### config.mk
export PLATFORM = sky130hd
export DESIGN_NAME = peer_membership_table_top_flat
export DESIGN_NICKNAME = d
export VERILOG_FILES = /design/src/pmt_pkg.sv /design/src/pmt_req_if.sv /design/src/pmt_rsp_if.sv /design/src/pmt_ctrl.sv /design/src/pmt_dp.sv /design/src/peer_membership_table_top.sv /design/src/flat_wrapper.sv
export SDC_FILE = /design/constraint.sdc
export NUM_CORES = 2
export LEC_CHECK = 0
export ABC_AREA = 1
export BUFFER_PORTS_ARGS = -buffer_cell sky130_fd_sc_hd__buf_2
export CAP_MARGIN = 25
export CORE_MARGIN = 2
export CORE_UTILIZATION = 49
export CTS_CLUSTER_DIAMETER = 40
export DETAILED_ROUTE_END_ITERATION = 12
export GPL_ROUTABILITY_DRIVEN = 0
export MAX_ROUTING_LAYER = met4
export PLACE_DENSITY_LB_ADDON = 0.25
export SLEW_MARGIN = 15
export SYNTH_ARGS = -nofsm -noshare
export SYNTH_HDL_FRONTEND = slang
export SYNTH_SLANG_ARGS = --single-unit
### constraint.sdc
create_clock -name clk_i -period 7.1 [get_ports clk_i]
set_clock_uncertainty 0.2 [all_clocks]
set_input_delay 0.71 -clock clk_i [delete_from_list [all_inputs] [get_ports clk_i]]
set_output_delay 0.71 -clock clk_i [all_outputs]
set_load 0.05 [all_outputs]
### src/pmt_pkg.sv
// ----------------------------------------------------------------------------
// Peer membership table package
// Table sizing, command and status codes, the entry layout and the control
// and status structures that pass between the controller and the datapath.
// ----------------------------------------------------------------------------
package pmt_pkg;

  localparam int unsigned TABLE_DEPTH = 16;
  localparam int unsigned IDX_W       = (TABLE_DEPTH > 1) ? $clog2(TABLE_DEPTH) : 1;
  localparam int unsigned CNT_W       = $clog2(TABLE_DEPTH + 1);

  localparam int unsigned CMD_W    = 3;
  localparam int unsigned STATUS_W = 3;
  localparam int unsigned ID_W     = 64;
  localparam int unsigned ADDR_W   = 32;
  localparam int unsigned PORT_W   = 16;
  localparam int unsigned SLOT_W   = 8;
  localparam int unsigned COUNT_W  = 9;

  typedef enum logic [CMD_W-1:0] {
    CMD_ADD     = 3'd0,
    CMD_REMOVE  = 3'd1,
    CMD_UPDATE  = 3'd2,
    CMD_PROMOTE = 3'd3,
    CMD_LOOKUP  = 3'd4,
    CMD_READ    = 3'd5,
    CMD_ALLOC   = 3'd6
  } cmd_e;

  typedef enum logic [STATUS_W-1:0] {
    ST_OK       = 3'd0,
    ST_EXISTS   = 3'd1,
    ST_FULL     = 3'd2,
    ST_NOTFOUND = 3'd3,
    ST_INVALID  = 3'd4
  } status_e;

  typedef enum logic [2:0] {
    S_IDLE,
    S_DISPATCH,
    S_SCAN,
    S_MOVE,
    S_FETCH,
    S_EXEC,
    S_DONE
  } state_e;

  typedef struct packed {
    logic [ID_W-1:0]   id;
    logic [ADDR_W-1:0] addr;
    logic [PORT_W-1:0] port;
    logic              learner;
  } entry_t;

  typedef struct packed {
    status_e            status;
    logic [ID_W-1:0]    id;
    logic [ADDR_W-1:0]  addr;
    logic [PORT_W-1:0]  port;
    logic               learner;
    logic [COUNT_W-1:0] count;
  } result_t;

  // Commands from the controller to the datapath.
  typedef struct packed {
    logic capture;
    logic scan_rd;
    logic move_rd;
    logic fetch_rd;
    logic exec;
    logic load_out;
  } ctrl_cmd_t;

  // Status from the datapath to the controller.
  typedef struct packed {
    cmd_e cmd;
    logic ptr_end;
    logic hit;
    logic rd_pending;
    logic out_busy;
  } dp_status_t;

endpackage

### src/pmt_req_if.sv
// ----------------------------------------------------------------------------
// Peer membership table request channel
// Valid/ready channel that carries one command beat to the table.
// ----------------------------------------------------------------------------
interface pmt_req_if;

  logic                         valid;
  logic                         ready;
  logic [pmt_pkg::CMD_W-1:0]    cmd;
  logic [pmt_pkg::ID_W-1:0]     match_id;
  logic [pmt_pkg::ID_W-1:0]     entry_id;
  logic [pmt_pkg::ADDR_W-1:0]   entry_addr;
  logic [pmt_pkg::PORT_W-1:0]   entry_port;
  logic                         entry_learner;
  logic [pmt_pkg::SLOT_W-1:0]   slot_index;

  modport source (
    output valid, cmd, match_id, entry_id, entry_addr, entry_port, entry_learner,
           slot_index,
    input  ready
  );

  modport sink (
    input  valid, cmd, match_id, entry_id, entry_addr, entry_port, entry_learner,
           slot_index,
    output ready
  );

endinterface

### src/pmt_rsp_if.sv
// ----------------------------------------------------------------------------
// Peer membership table response channel
// Valid/ready channel that carries one result beat from the table.
// ----------------------------------------------------------------------------
interface pmt_rsp_if;

  logic                          valid;
  logic                          ready;
  logic [pmt_pkg::STATUS_W-1:0]  status;
  logic [pmt_pkg::ID_W-1:0]      out_id;
  logic [pmt_pkg::ADDR_W-1:0]    out_addr;
  logic [pmt_pkg::PORT_W-1:0]    out_port;
  logic                          out_learner;
  logic [pmt_pkg::COUNT_W-1:0]   entry_count;

  modport source (
    output valid, status, out_id, out_addr, out_port, out_learner, entry_count,
    input  ready
  );

  modport sink (
    input  valid, status, out_id, out_addr, out_port, out_learner, entry_count,
    output ready
  );

endinterface

### src/pmt_ctrl.sv
// ----------------------------------------------------------------------------
// Peer membership table controller
// Sequences capture, the linear table walk, the extra read of a remove or a
// read by index, the final update step and the hand-off to the result register.
// ----------------------------------------------------------------------------
module pmt_ctrl (
  input  logic                clk_i,
  input  logic                rst_ni,
  input  logic                in_valid_i,
  output logic                in_ready_o,
  input  pmt_pkg::dp_status_t st_i,
  output pmt_pkg::ctrl_cmd_t  cmd_o
);

  pmt_pkg::state_e state_q, state_d;
  logic            scan_end;

  // The walk ends on a hit or at the count, once the last read has landed.
  assign scan_end = (st_i.ptr_end || st_i.hit) && !st_i.rd_pending;

  always_ff @(posedge clk_i or negedge rst_ni) begin
    if (!rst_ni) begin
      state_q <= pmt_pkg::S_IDLE;
    end else begin
      state_q <= state_d;
    end
  end

  always_comb begin
    state_d = state_q;
    unique case (state_q)
      pmt_pkg::S_IDLE: begin
        if (in_valid_i) begin
          state_d = pmt_pkg::S_DISPATCH;
        end
      end
      pmt_pkg::S_DISPATCH: begin
        unique case (st_i.cmd)
          pmt_pkg::CMD_READ: state_d = pmt_pkg::S_FETCH;
          pmt_pkg::CMD_ADD, pmt_pkg::CMD_REMOVE, pmt_pkg::CMD_UPDATE,
          pmt_pkg::CMD_PROMOTE, pmt_pkg::CMD_LOOKUP,
          pmt_pkg::CMD_ALLOC: state_d = pmt_pkg::S_SCAN;
          default: state_d = pmt_pkg::S_EXEC;
        endcase
      end
      pmt_pkg::S_SCAN: begin
        if (scan_end) begin
          if (st_i.cmd == pmt_pkg::CMD_REMOVE && st_i.hit) begin
            state_d = pmt_pkg::S_MOVE;
          end else begin
            state_d = pmt_pkg::S_EXEC;
          end
        end
      end
      pmt_pkg::S_MOVE:  state_d = pmt_pkg::S_EXEC;
      pmt_pkg::S_FETCH: state_d = pmt_pkg::S_EXEC;
      pmt_pkg::S_EXEC:  state_d = pmt_pkg::S_DONE;
      pmt_pkg::S_DONE: begin
        if (!st_i.out_busy) begin
          state_d = pmt_pkg::S_IDLE;
        end
      end
      default: state_d = pmt_pkg::S_IDLE;
    endcase
  end

  always_comb begin
    in_ready_o = (state_q == pmt_pkg::S_IDLE);
    cmd_o          = '0;
    cmd_o.capture  = in_ready_o && in_valid_i;
    cmd_o.scan_rd  = (state_q == pmt_pkg::S_SCAN) && !st_i.ptr_end && !st_i.hit;
    cmd_o.move_rd  = (state_q == pmt_pkg::S_MOVE);
    cmd_o.fetch_rd = (state_q == pmt_pkg::S_FETCH);
    cmd_o.exec     = (state_q == pmt_pkg::S_EXEC);
    cmd_o.load_out = (state_q == pmt_pkg::S_DONE) && !st_i.out_busy;
  end

endmodule

### src/pmt_dp.sv
// ----------------------------------------------------------------------------
// Peer membership table datapath
// Entry memory, command registers, the walk pointer with id compare and
// running maximum, the final update step and the result registers.
// ----------------------------------------------------------------------------
module pmt_dp (
  input  logic                             clk_i,
  input  logic                             rst_ni,
  input  logic                             cfg_we_i,
  input  logic [pmt_pkg::ID_W-1:0]         cfg_wdata_i,
  pmt_req_if.sink                          req,
  pmt_rsp_if.source                        rsp,
  input  pmt_pkg::ctrl_cmd_t               cmd_i,
  output pmt_pkg::dp_status_t              st_o
);

  localparam int unsigned IDX_W = pmt_pkg::IDX_W;
  localparam int unsigned CNT_W = pmt_pkg::CNT_W;

  pmt_pkg::entry_t mem [pmt_pkg::TABLE_DEPTH];

  pmt_pkg::cmd_e               cmd_q;
  logic [pmt_pkg::ID_W-1:0]    key_q;
  pmt_pkg::entry_t             ent_q;
  logic [pmt_pkg::SLOT_W-1:0]  slot_q;
  logic [pmt_pkg::ID_W-1:0]    self_id_q;
  logic [CNT_W-1:0]            count_q, count_d;
  logic [CNT_W-1:0]            ptr_q;
  logic                        rd_scan_q;
  logic [IDX_W-1:0]            rd_idx_q;
  pmt_pkg::entry_t             rd_data_q;
  logic                        hit_q;
  logic [IDX_W-1:0]            pos_q;
  pmt_pkg::entry_t             hit_data_q;
  logic [pmt_pkg::ID_W-1:0]    max_q;
  pmt_pkg::result_t            res_q, res_d;
  pmt_pkg::result_t            out_q;
  logic                        out_valid_q;

  logic                        rd_en;
  logic [IDX_W-1:0]            rd_addr;
  logic [CNT_W-1:0]            last_w;
  logic                        cmp_hit;
  logic                        wr_en;
  logic [IDX_W-1:0]            wr_addr;
  pmt_pkg::entry_t             wr_data;
  pmt_pkg::entry_t             promoted;

  assign last_w = count_q - CNT_W'(1);

  // Read address select; the controller raises at most one read per cycle.
  always_comb begin
    rd_en   = cmd_i.scan_rd || cmd_i.move_rd || cmd_i.fetch_rd;
    rd_addr = ptr_q[IDX_W-1:0];
    if (cmd_i.move_rd) begin
      rd_addr = last_w[IDX_W-1:0];
    end else if (cmd_i.fetch_rd) begin
      rd_addr = slot_q[IDX_W-1:0];
    end
  end

  always_ff @(posedge clk_i) begin
    if (rd_en) begin
      rd_data_q <= mem[rd_addr];
    end
    if (cmd_i.exec && wr_en) begin
      mem[wr_addr] <= wr_data;
    end
  end

  assign cmp_hit = rd_scan_q && !hit_q && (cmd_q != pmt_pkg::CMD_ALLOC) &&
                   (rd_data_q.id == key_q);

  // Command capture and payload of the walk.
  always_ff @(posedge clk_i) begin
    if (cmd_i.capture) begin
      cmd_q         <= pmt_pkg::cmd_e'(req.cmd);
      key_q         <= (pmt_pkg::cmd_e'(req.cmd) == pmt_pkg::CMD_ADD) ?
                       req.entry_id : req.match_id;
      ent_q.id      <= req.entry_id;
      ent_q.addr    <= req.entry_addr;
      ent_q.port    <= req.entry_port;
      ent_q.learner <= req.entry_learner;
      slot_q        <= req.slot_index;
      max_q         <= self_id_q;
    end else if (rd_scan_q && rd_data_q.id > max_q) begin
      max_q <= rd_data_q.id;
    end
    if (rd_en) begin
      rd_idx_q <= rd_addr;
    end
    if (cmp_hit) begin
      pos_q      <= rd_idx_q;
      hit_data_q <= rd_data_q;
    end
    if (cmd_i.exec) begin
      res_q <= res_d;
    end
    if (cmd_i.load_out) begin
      out_q <= res_q;
    end
  end

  always_ff @(posedge clk_i or negedge rst_ni) begin
    if (!rst_ni) begin
      self_id_q   <= '0;
      count_q     <= '0;
      ptr_q       <= '0;
      rd_scan_q   <= 1'b0;
      hit_q       <= 1'b0;
      out_valid_q <= 1'b0;
    end else begin
      if (cfg_we_i) begin
        self_id_q <= cfg_wdata_i;
      end
      if (cmd_i.capture) begin
        ptr_q <= '0;
        hit_q <= 1'b0;
      end else begin
        if (cmd_i.scan_rd) begin
          ptr_q <= ptr_q + CNT_W'(1);
        end
        if (cmp_hit) begin
          hit_q <= 1'b1;
        end
      end
      rd_scan_q <= cmd_i.scan_rd;
      if (cmd_i.exec) begin
        count_q <= count_d;
      end
      if (cmd_i.load_out) begin
        out_valid_q <= 1'b1;
      end else if (rsp.ready) begin
        out_valid_q <= 1'b0;
      end
    end
  end

  always_comb begin
    promoted         = hit_data_q;
    promoted.learner = 1'b0;
  end

  // Final step of each command: status, result fields and the table write.
  always_comb begin
    wr_en        = 1'b0;
    wr_addr      = pos_q;
    wr_data      = ent_q;
    count_d      = count_q;
    res_d        = '0;
    res_d.status = pmt_pkg::ST_OK;
    unique case (cmd_q)
      pmt_pkg::CMD_ADD: begin
        if (hit_q) begin
          res_d.status = pmt_pkg::ST_EXISTS;
        end else if (count_q == CNT_W'(pmt_pkg::TABLE_DEPTH)) begin
          res_d.status = pmt_pkg::ST_FULL;
        end else begin
          wr_en   = 1'b1;
          wr_addr = count_q[IDX_W-1:0];
          count_d = count_q + CNT_W'(1);
        end
      end
      pmt_pkg::CMD_REMOVE: begin
        if (!hit_q) begin
          res_d.status = pmt_pkg::ST_NOTFOUND;
        end else begin
          wr_en   = 1'b1;
          wr_data = rd_data_q;
          count_d = last_w;
        end
      end
      pmt_pkg::CMD_UPDATE: begin
        if (!hit_q) begin
          res_d.status = pmt_pkg::ST_NOTFOUND;
        end else begin
          wr_en = 1'b1;
        end
      end
      pmt_pkg::CMD_PROMOTE: begin
        if (key_q == '0) begin
          res_d.status = pmt_pkg::ST_INVALID;
        end else if (!hit_q) begin
          res_d.status = pmt_pkg::ST_NOTFOUND;
        end else if (!hit_data_q.learner) begin
          res_d.status = pmt_pkg::ST_INVALID;
        end else begin
          wr_en   = 1'b1;
          wr_data = promoted;
        end
      end
      pmt_pkg::CMD_LOOKUP: begin
        if (!hit_q) begin
          res_d.status = pmt_pkg::ST_NOTFOUND;
        end else begin
          res_d.id      = hit_data_q.id;
          res_d.addr    = hit_data_q.addr;
          res_d.port    = hit_data_q.port;
          res_d.learner = hit_data_q.learner;
        end
      end
      pmt_pkg::CMD_READ: begin
        if (pmt_pkg::COUNT_W'(slot_q) >= pmt_pkg::COUNT_W'(count_q)) begin
          res_d.status = pmt_pkg::ST_NOTFOUND;
        end else begin
          res_d.id      = rd_data_q.id;
          res_d.addr    = rd_data_q.addr;
          res_d.port    = rd_data_q.port;
          res_d.learner = rd_data_q.learner;
        end
      end
      pmt_pkg::CMD_ALLOC: begin
        res_d.id = max_q + pmt_pkg::ID_W'(1);
      end
      default: begin
        res_d.status = pmt_pkg::ST_INVALID;
      end
    endcase
    res_d.count = pmt_pkg::COUNT_W'(count_d);
  end

  assign st_o.cmd        = cmd_q;
  assign st_o.ptr_end    = (ptr_q >= count_q);
  assign st_o.hit        = hit_q;
  assign st_o.rd_pending = rd_scan_q;
  assign st_o.out_busy   = out_valid_q && !rsp.ready;

  assign rsp.valid       = out_valid_q;
  assign rsp.status      = out_q.status;
  assign rsp.out_id      = out_q.id;
  assign rsp.out_addr    = out_q.addr;
  assign rsp.out_port    = out_q.port;
  assign rsp.out_learner = out_q.learner;
  assign rsp.entry_count = out_q.count;

endmodule

### src/peer_membership_table_top.sv
// ----------------------------------------------------------------------------
// Peer membership table
// Packed table of cluster peers with add, remove, update, promote, lookup,
// read by index and id allocation, one command beat in, one result beat out.
// ----------------------------------------------------------------------------
//
//   Channel  Direction  Handshake        Contents
//   req_i    in         valid / ready    command, ids, entry fields, slot
//   rsp_o    out        valid / ready    status, entry read or id, count
//   cfg      in         cfg_we_i         self id (64 bits)
//
// One command is worked on at a time. The walk reads the entry memory through
// its single registered read port, one entry a cycle, and stops at the first
// matching id (allocation walks every entry). Read by index skips the walk.
// Remove adds a step that fetches the last entry that fills the hole.
// Reset clears the entry count, the self id and all control; the entry memory
// keeps its contents, since no entry beyond the count is ever returned.
// The result sits in an output register, so a new command is taken while the
// previous result waits; a finished command holds only if that register is
// still full and stalled.
// ----------------------------------------------------------------------------
module peer_membership_table_top (
  input  logic                     clk_i,
  input  logic                     rst_ni,
  pmt_req_if.sink                  req_i,
  pmt_rsp_if.source                rsp_o,
  input  logic                     cfg_we_i,
  input  logic [pmt_pkg::ID_W-1:0] cfg_wdata_i
);

  pmt_pkg::ctrl_cmd_t  ctrl_cmd;
  pmt_pkg::dp_status_t dp_status;

  // The controller owns the input handshake; the datapath owns the output.
  pmt_ctrl u_ctrl (
    .clk_i      (clk_i),
    .rst_ni     (rst_ni),
    .in_valid_i (req_i.valid),
    .in_ready_o (req_i.ready),
    .st_i       (dp_status),
    .cmd_o      (ctrl_cmd)
  );

  pmt_dp u_dp (
    .clk_i       (clk_i),
    .rst_ni      (rst_ni),
    .cfg_we_i    (cfg_we_i),
    .cfg_wdata_i (cfg_wdata_i),
    .req         (req_i),
    .rsp         (rsp_o),
    .cmd_i       (ctrl_cmd),
    .st_o        (dp_status)
  );

  // The table can never report more entries than it holds.
  a_count_bound: assert property (@(posedge clk_i) disable iff (!rst_ni)
    rsp_o.valid |-> (rsp_o.entry_count <= pmt_pkg::COUNT_W'(pmt_pkg::TABLE_DEPTH)))
    else $error("entry count above table depth");

  // Only one source drives the memory read address in a cycle.
  a_one_read: assert property (@(posedge clk_i) disable iff (!rst_ni)
    $onehot0({ctrl_cmd.scan_rd, ctrl_cmd.move_rd, ctrl_cmd.fetch_rd}))
    else $error("conflicting memory reads");

  // A result is never loaded over one that is still stalled.
  a_no_overwrite: assert property (@(posedge clk_i) disable iff (!rst_ni)
    ctrl_cmd.load_out |-> !(rsp_o.valid && !rsp_o.ready))
    else $error("result register overwritten");

  // After a command is taken, no other is taken until it has finished.
  a_one_in_flight: assert property (@(posedge clk_i) disable iff (!rst_ni)
    (req_i.valid && req_i.ready) |=> !req_i.ready)
    else $error("second command accepted while busy");

endmodule

### src/flat_wrapper.sv
// flat-port wrapper written by rule: the top's interface ports become plain ports
module peer_membership_table_top_flat 
  (clk_i, rst_ni, cfg_we_i, cfg_wdata_i, req_i_valid, req_i_cmd, req_i_match_id, req_i_entry_id, req_i_entry_addr, req_i_entry_port, req_i_entry_learner, req_i_slot_index, req_i_ready, rsp_o_valid, rsp_o_status, rsp_o_out_id, rsp_o_out_addr, rsp_o_out_port, rsp_o_out_learner, rsp_o_entry_count, rsp_o_ready);
  pmt_req_if req_i_i ();
  pmt_rsp_if rsp_o_i ();
  input  logic clk_i;
  input  logic rst_ni;
  input  logic cfg_we_i;
  input  logic [pmt_pkg::ID_W-1:0] cfg_wdata_i;
  input wire logic [$bits(req_i_i.valid)-1:0] req_i_valid;
  input wire logic [$bits(req_i_i.cmd)-1:0] req_i_cmd;
  input wire logic [$bits(req_i_i.match_id)-1:0] req_i_match_id;
  input wire logic [$bits(req_i_i.entry_id)-1:0] req_i_entry_id;
  input wire logic [$bits(req_i_i.entry_addr)-1:0] req_i_entry_addr;
  input wire logic [$bits(req_i_i.entry_port)-1:0] req_i_entry_port;
  input wire logic [$bits(req_i_i.entry_learner)-1:0] req_i_entry_learner;
  input wire logic [$bits(req_i_i.slot_index)-1:0] req_i_slot_index;
  output wire logic [$bits(req_i_i.ready)-1:0] req_i_ready;
  output wire logic [$bits(rsp_o_i.valid)-1:0] rsp_o_valid;
  output wire logic [$bits(rsp_o_i.status)-1:0] rsp_o_status;
  output wire logic [$bits(rsp_o_i.out_id)-1:0] rsp_o_out_id;
  output wire logic [$bits(rsp_o_i.out_addr)-1:0] rsp_o_out_addr;
  output wire logic [$bits(rsp_o_i.out_port)-1:0] rsp_o_out_port;
  output wire logic [$bits(rsp_o_i.out_learner)-1:0] rsp_o_out_learner;
  output wire logic [$bits(rsp_o_i.entry_count)-1:0] rsp_o_entry_count;
  input wire logic [$bits(rsp_o_i.ready)-1:0] rsp_o_ready;
  assign req_i_i.valid = req_i_valid;
  assign req_i_i.cmd = req_i_cmd;
  assign req_i_i.match_id = req_i_match_id;
  assign req_i_i.entry_id = req_i_entry_id;
  assign req_i_i.entry_addr = req_i_entry_addr;
  assign req_i_i.entry_port = req_i_entry_port;
  assign req_i_i.entry_learner = req_i_entry_learner;
  assign req_i_i.slot_index = req_i_slot_index;
  assign req_i_ready = req_i_i.ready;
  assign rsp_o_valid = rsp_o_i.valid;
  assign rsp_o_status = rsp_o_i.status;
  assign rsp_o_out_id = rsp_o_i.out_id;
  assign rsp_o_out_addr = rsp_o_i.out_addr;
  assign rsp_o_out_port = rsp_o_i.out_port;
  assign rsp_o_out_learner = rsp_o_i.out_learner;
  assign rsp_o_entry_count = rsp_o_i.entry_count;
  assign rsp_o_i.ready = rsp_o_ready;
  peer_membership_table_top u_core (.clk_i(clk_i), .rst_ni(rst_ni), .req_i(req_i_i), .rsp_o(rsp_o_i), .cfg_we_i(cfg_we_i), .cfg_wdata_i(cfg_wdata_i));
endmodule
==> results.toml <==
[synth]
synth-seq-cells = 2616
synth.distinct_cells = 49
syn_area_um2 = 117000
synthesis.instances = 11028
synth_edf_count = 2536
synthArstFlopShare = 0.0306
yosys_warnings = 0
yosys_most_used_dff = "edfxtp_1"
avgSynthCellArea_um2 = 10.7
seq_area_frac_synth = 0.665

[cells_and_area]
drive_above_1_share = 0.110
final_cell_mix = "edfxtp_1 (2536), inv_1 (2125), nand2_1 (1946)"
final_common_cell = "edfxtp_1"
final_area_um2 = 139000
areaGrowthSynthToFinish_pct = 18.0
final_nets = 11891
fin_util = 0.582

[worst_setup_path]
critPathRequiredTime_ns = 7.44
worstSetupStartpoint = "u_core.u_dp.rd_data_q[65]"
critical_path_class = "register to register"
end_kind = "register"
critPathMaxFanout = 99
startpoint_type = "register"
arrival_ns = 5.65
timing.rr.start = "u_core.u_dp.rd_data_q[65]"
rrSetupSlack_ns = 1.79

[clocking]
cts_setup_buffers = 0
clk_pin_slew_ns = 0.06
cts_root_buf = "clkbuf_16"
cts_resized = 0
htreeDepth = 5
cts_tree = "done"
cts_max_path_buffers = 4
clock-sinks = 2616
clock_latency_ns = 0.99
cts_buffers = 400

[detailed_routing]
routed_via_density = 5.92
routed_wl_um = 376000
postRouteAntennaNets = 0
drt_iter0_drc = 12362
vias = 89081
drcViolationCount = 0
post_drt_wl_per_cell_um = 25.0
dr.pass1.iters = 7

[place]
dpl_worst_slack_ns = 2.26
hpwl_um = 203000
post_dp_cell_area_um2 = 122000
io_buffers = 379

[global_routing]
grt_first_pass_wirelength_um = 553000
grtUsageTotal = 0.312
antenna_found_initial = 14
gr-total-overflow = 0
grt_start_max_net_pins = 212
grt_pass1_vias = 84495

[pwr]
total_power_w = 0.0604
leakagePower_nw = 56.9
power_density_nw_per_um2 = 436
ir_worst_vdd_mv = 0.592

[timing]
finalSetupTns_ns = 0
layout_min_cycle_time_ns = 5.31
slew-limit-headroom = 0.0386
drv_slew = 0
max_freq_ghz = 0.188
worst_pin_slew_ns = 1.44
finalSetupViolCount = 0
setup_ws_ns = 1.79
grt_setup_unrepaired = "false"
final-hold-violation-count = 0
finalCritPeriodShare = 0.748

[floorplan]
num_rows = 179
io_pins = 384
core_area_um2 = 238000
die_x_um = 494
fp.dieH_um = 494
die_area_um2 = 244000
initial_core_util = 0.493

[min_path]
min_path_type = "primary input to register"
hold_path_startpoint = "cfg_we_i"

[job]
drv_cap = 0

[run_status]
status = "finished, final reports clean"
-- layout make-up --
type,count,area [um2]
multi-input cells,5599,28300
diodes,12,30.0
well taps,3167,3960
inverters,2137,8060
clock buffers,435,10200
repair buffers,802,6560
flip-flops and latches,2616,78200
fillers,19015,99500
clock inverters,292,3250
-- per-layer routing --
metal	global-route usage	part of all wire
met1	0.424	0.39
met2	0.456	0.44
met3	0.0582	0.12
met4	0.142	0.049
met5	-	0
-- state kept, by name, indices dropped and copies added, names as in the netlist, 8 cells and up --
name and count:
u_core.u_dp.slot_q 8, u_core.u_dp.mem 1808, u_core.u_dp.rsp.out_port 16, u_core.u_dp.rsp.out_id 64, u_core.u_dp.hit_data_q 113, u_core.u_dp.self_id_q 64
u_core.u_dp.res_q 121, u_core.u_dp.ent_q 113, u_core.u_dp.rd_data_q 113, u_core.u_dp.rsp.out_addr 32, u_core.u_dp.max_q 64, u_core.u_dp.key_q 64
-- repair_timing --
| action | 4_1_cts | 5_1_grt |
|---|---|---|
| setup endpoints to repair | 0 | 0 |
| hold buffers | 288 | 0 |
| hold endpoints to repair | 276 | 0 |
-- kinds of logic after synthesis --
family / synth area share
AO/OA/AOI/OAI: 0.0196
flip-flops: 0.665
multiplexers: 0.00614
other: 0.0000319
XOR/XNOR: 0.00157
buffers and inverters: 0.0955
adder cells (fa/ha/maj): 0.00831
AND/OR/NAND/NOR: 0.203
-- power breakdown --
part | internal (W) | switching (W)
Clock | 0.0121 | 0.00758
Sequential | 0.0197 | 0.00139
Combinational | 0.00533 | 0.0144
-- worst paths after layout --
path,cells past startpoint,end
max in group asynchronous,5,u_core.u_dp.ptr_q[4]
hold reg to reg,0,u_core.u_dp.pos_q[0]
setup / recovery,9,u_core.u_dp.hit_data_q[32]
setup reg to reg,9,u_core.u_dp.hit_data_q[32]
hold / removal,3,u_core.u_dp.self_id_q[9]
min in group asynchronous,3,u_core.u_dp.count_q[3]
-- synthesized netlist by cell type, types with 4 or more instances --
cell type | n | area, um2
nand3_2 | 4 | 40.0
xnor2_1 | 16 | 140
nand4_1 | 974 | 6090
a22oi_1 | 11 | 82.6
nand3b_1 | 4 | 30.0
dfrtp_1 | 80 | 2000
o21a_1 | 6 | 45.0
nor3b_1 | 4 | 30.0
nand3_1 | 1824 | 9130
xor2_1 | 5 | 43.8
clkbuf_1 | 241 | 905
o211ai_1 | 38 | 285
o21ai_0 | 189 | 946
a22o_1 | 48 | 420
ha_1 | 78 | 976
buf_1 | 36 | 135
buf_6 | 13 | 146
nor3_1 | 41 | 205
buf_2 | 362 | 1810
o221ai_1 | 5 | 43.8
edfxtp_1 | 2536 | 76200
inv_1 | 2127 | 7980
buf_4 | 27 | 203
nor2_1 | 214 | 803
mux2_2 | 64 | 721
nor4_1 | 8 | 50.1
nand2_1 | 1950 | 7320
o2111ai_1 | 7 | 61.3
nand2_2 | 4 | 25.0
a21oi_1 | 62 | 310
inv_2 | 8 | 30.0
or2_2 | 12 | 75.1
-- worst max-delay path, stage by stage (launching register included) --
cell	delay, ns
edfxtp_1	0.62
nand2_1	0.47
o21ai_1	0.13
buf_4	0.22
nor4_1	0.94
nand4_1	0.41
nor2_1	0.19
nand3_1	0.14
nor2_4	0.66
buf_12	0.62
-- through the flow --
stage,hold slack [ns],std cells
final,0.0584,15060
after detailed placement,0.205,14029
after global placement,0.201,14022
after CTS,0.00705,15044
after global routing,0.0490,15057
after floorplan,0.200,11031
No activity file was read; power rests on OpenSTA's default activity.
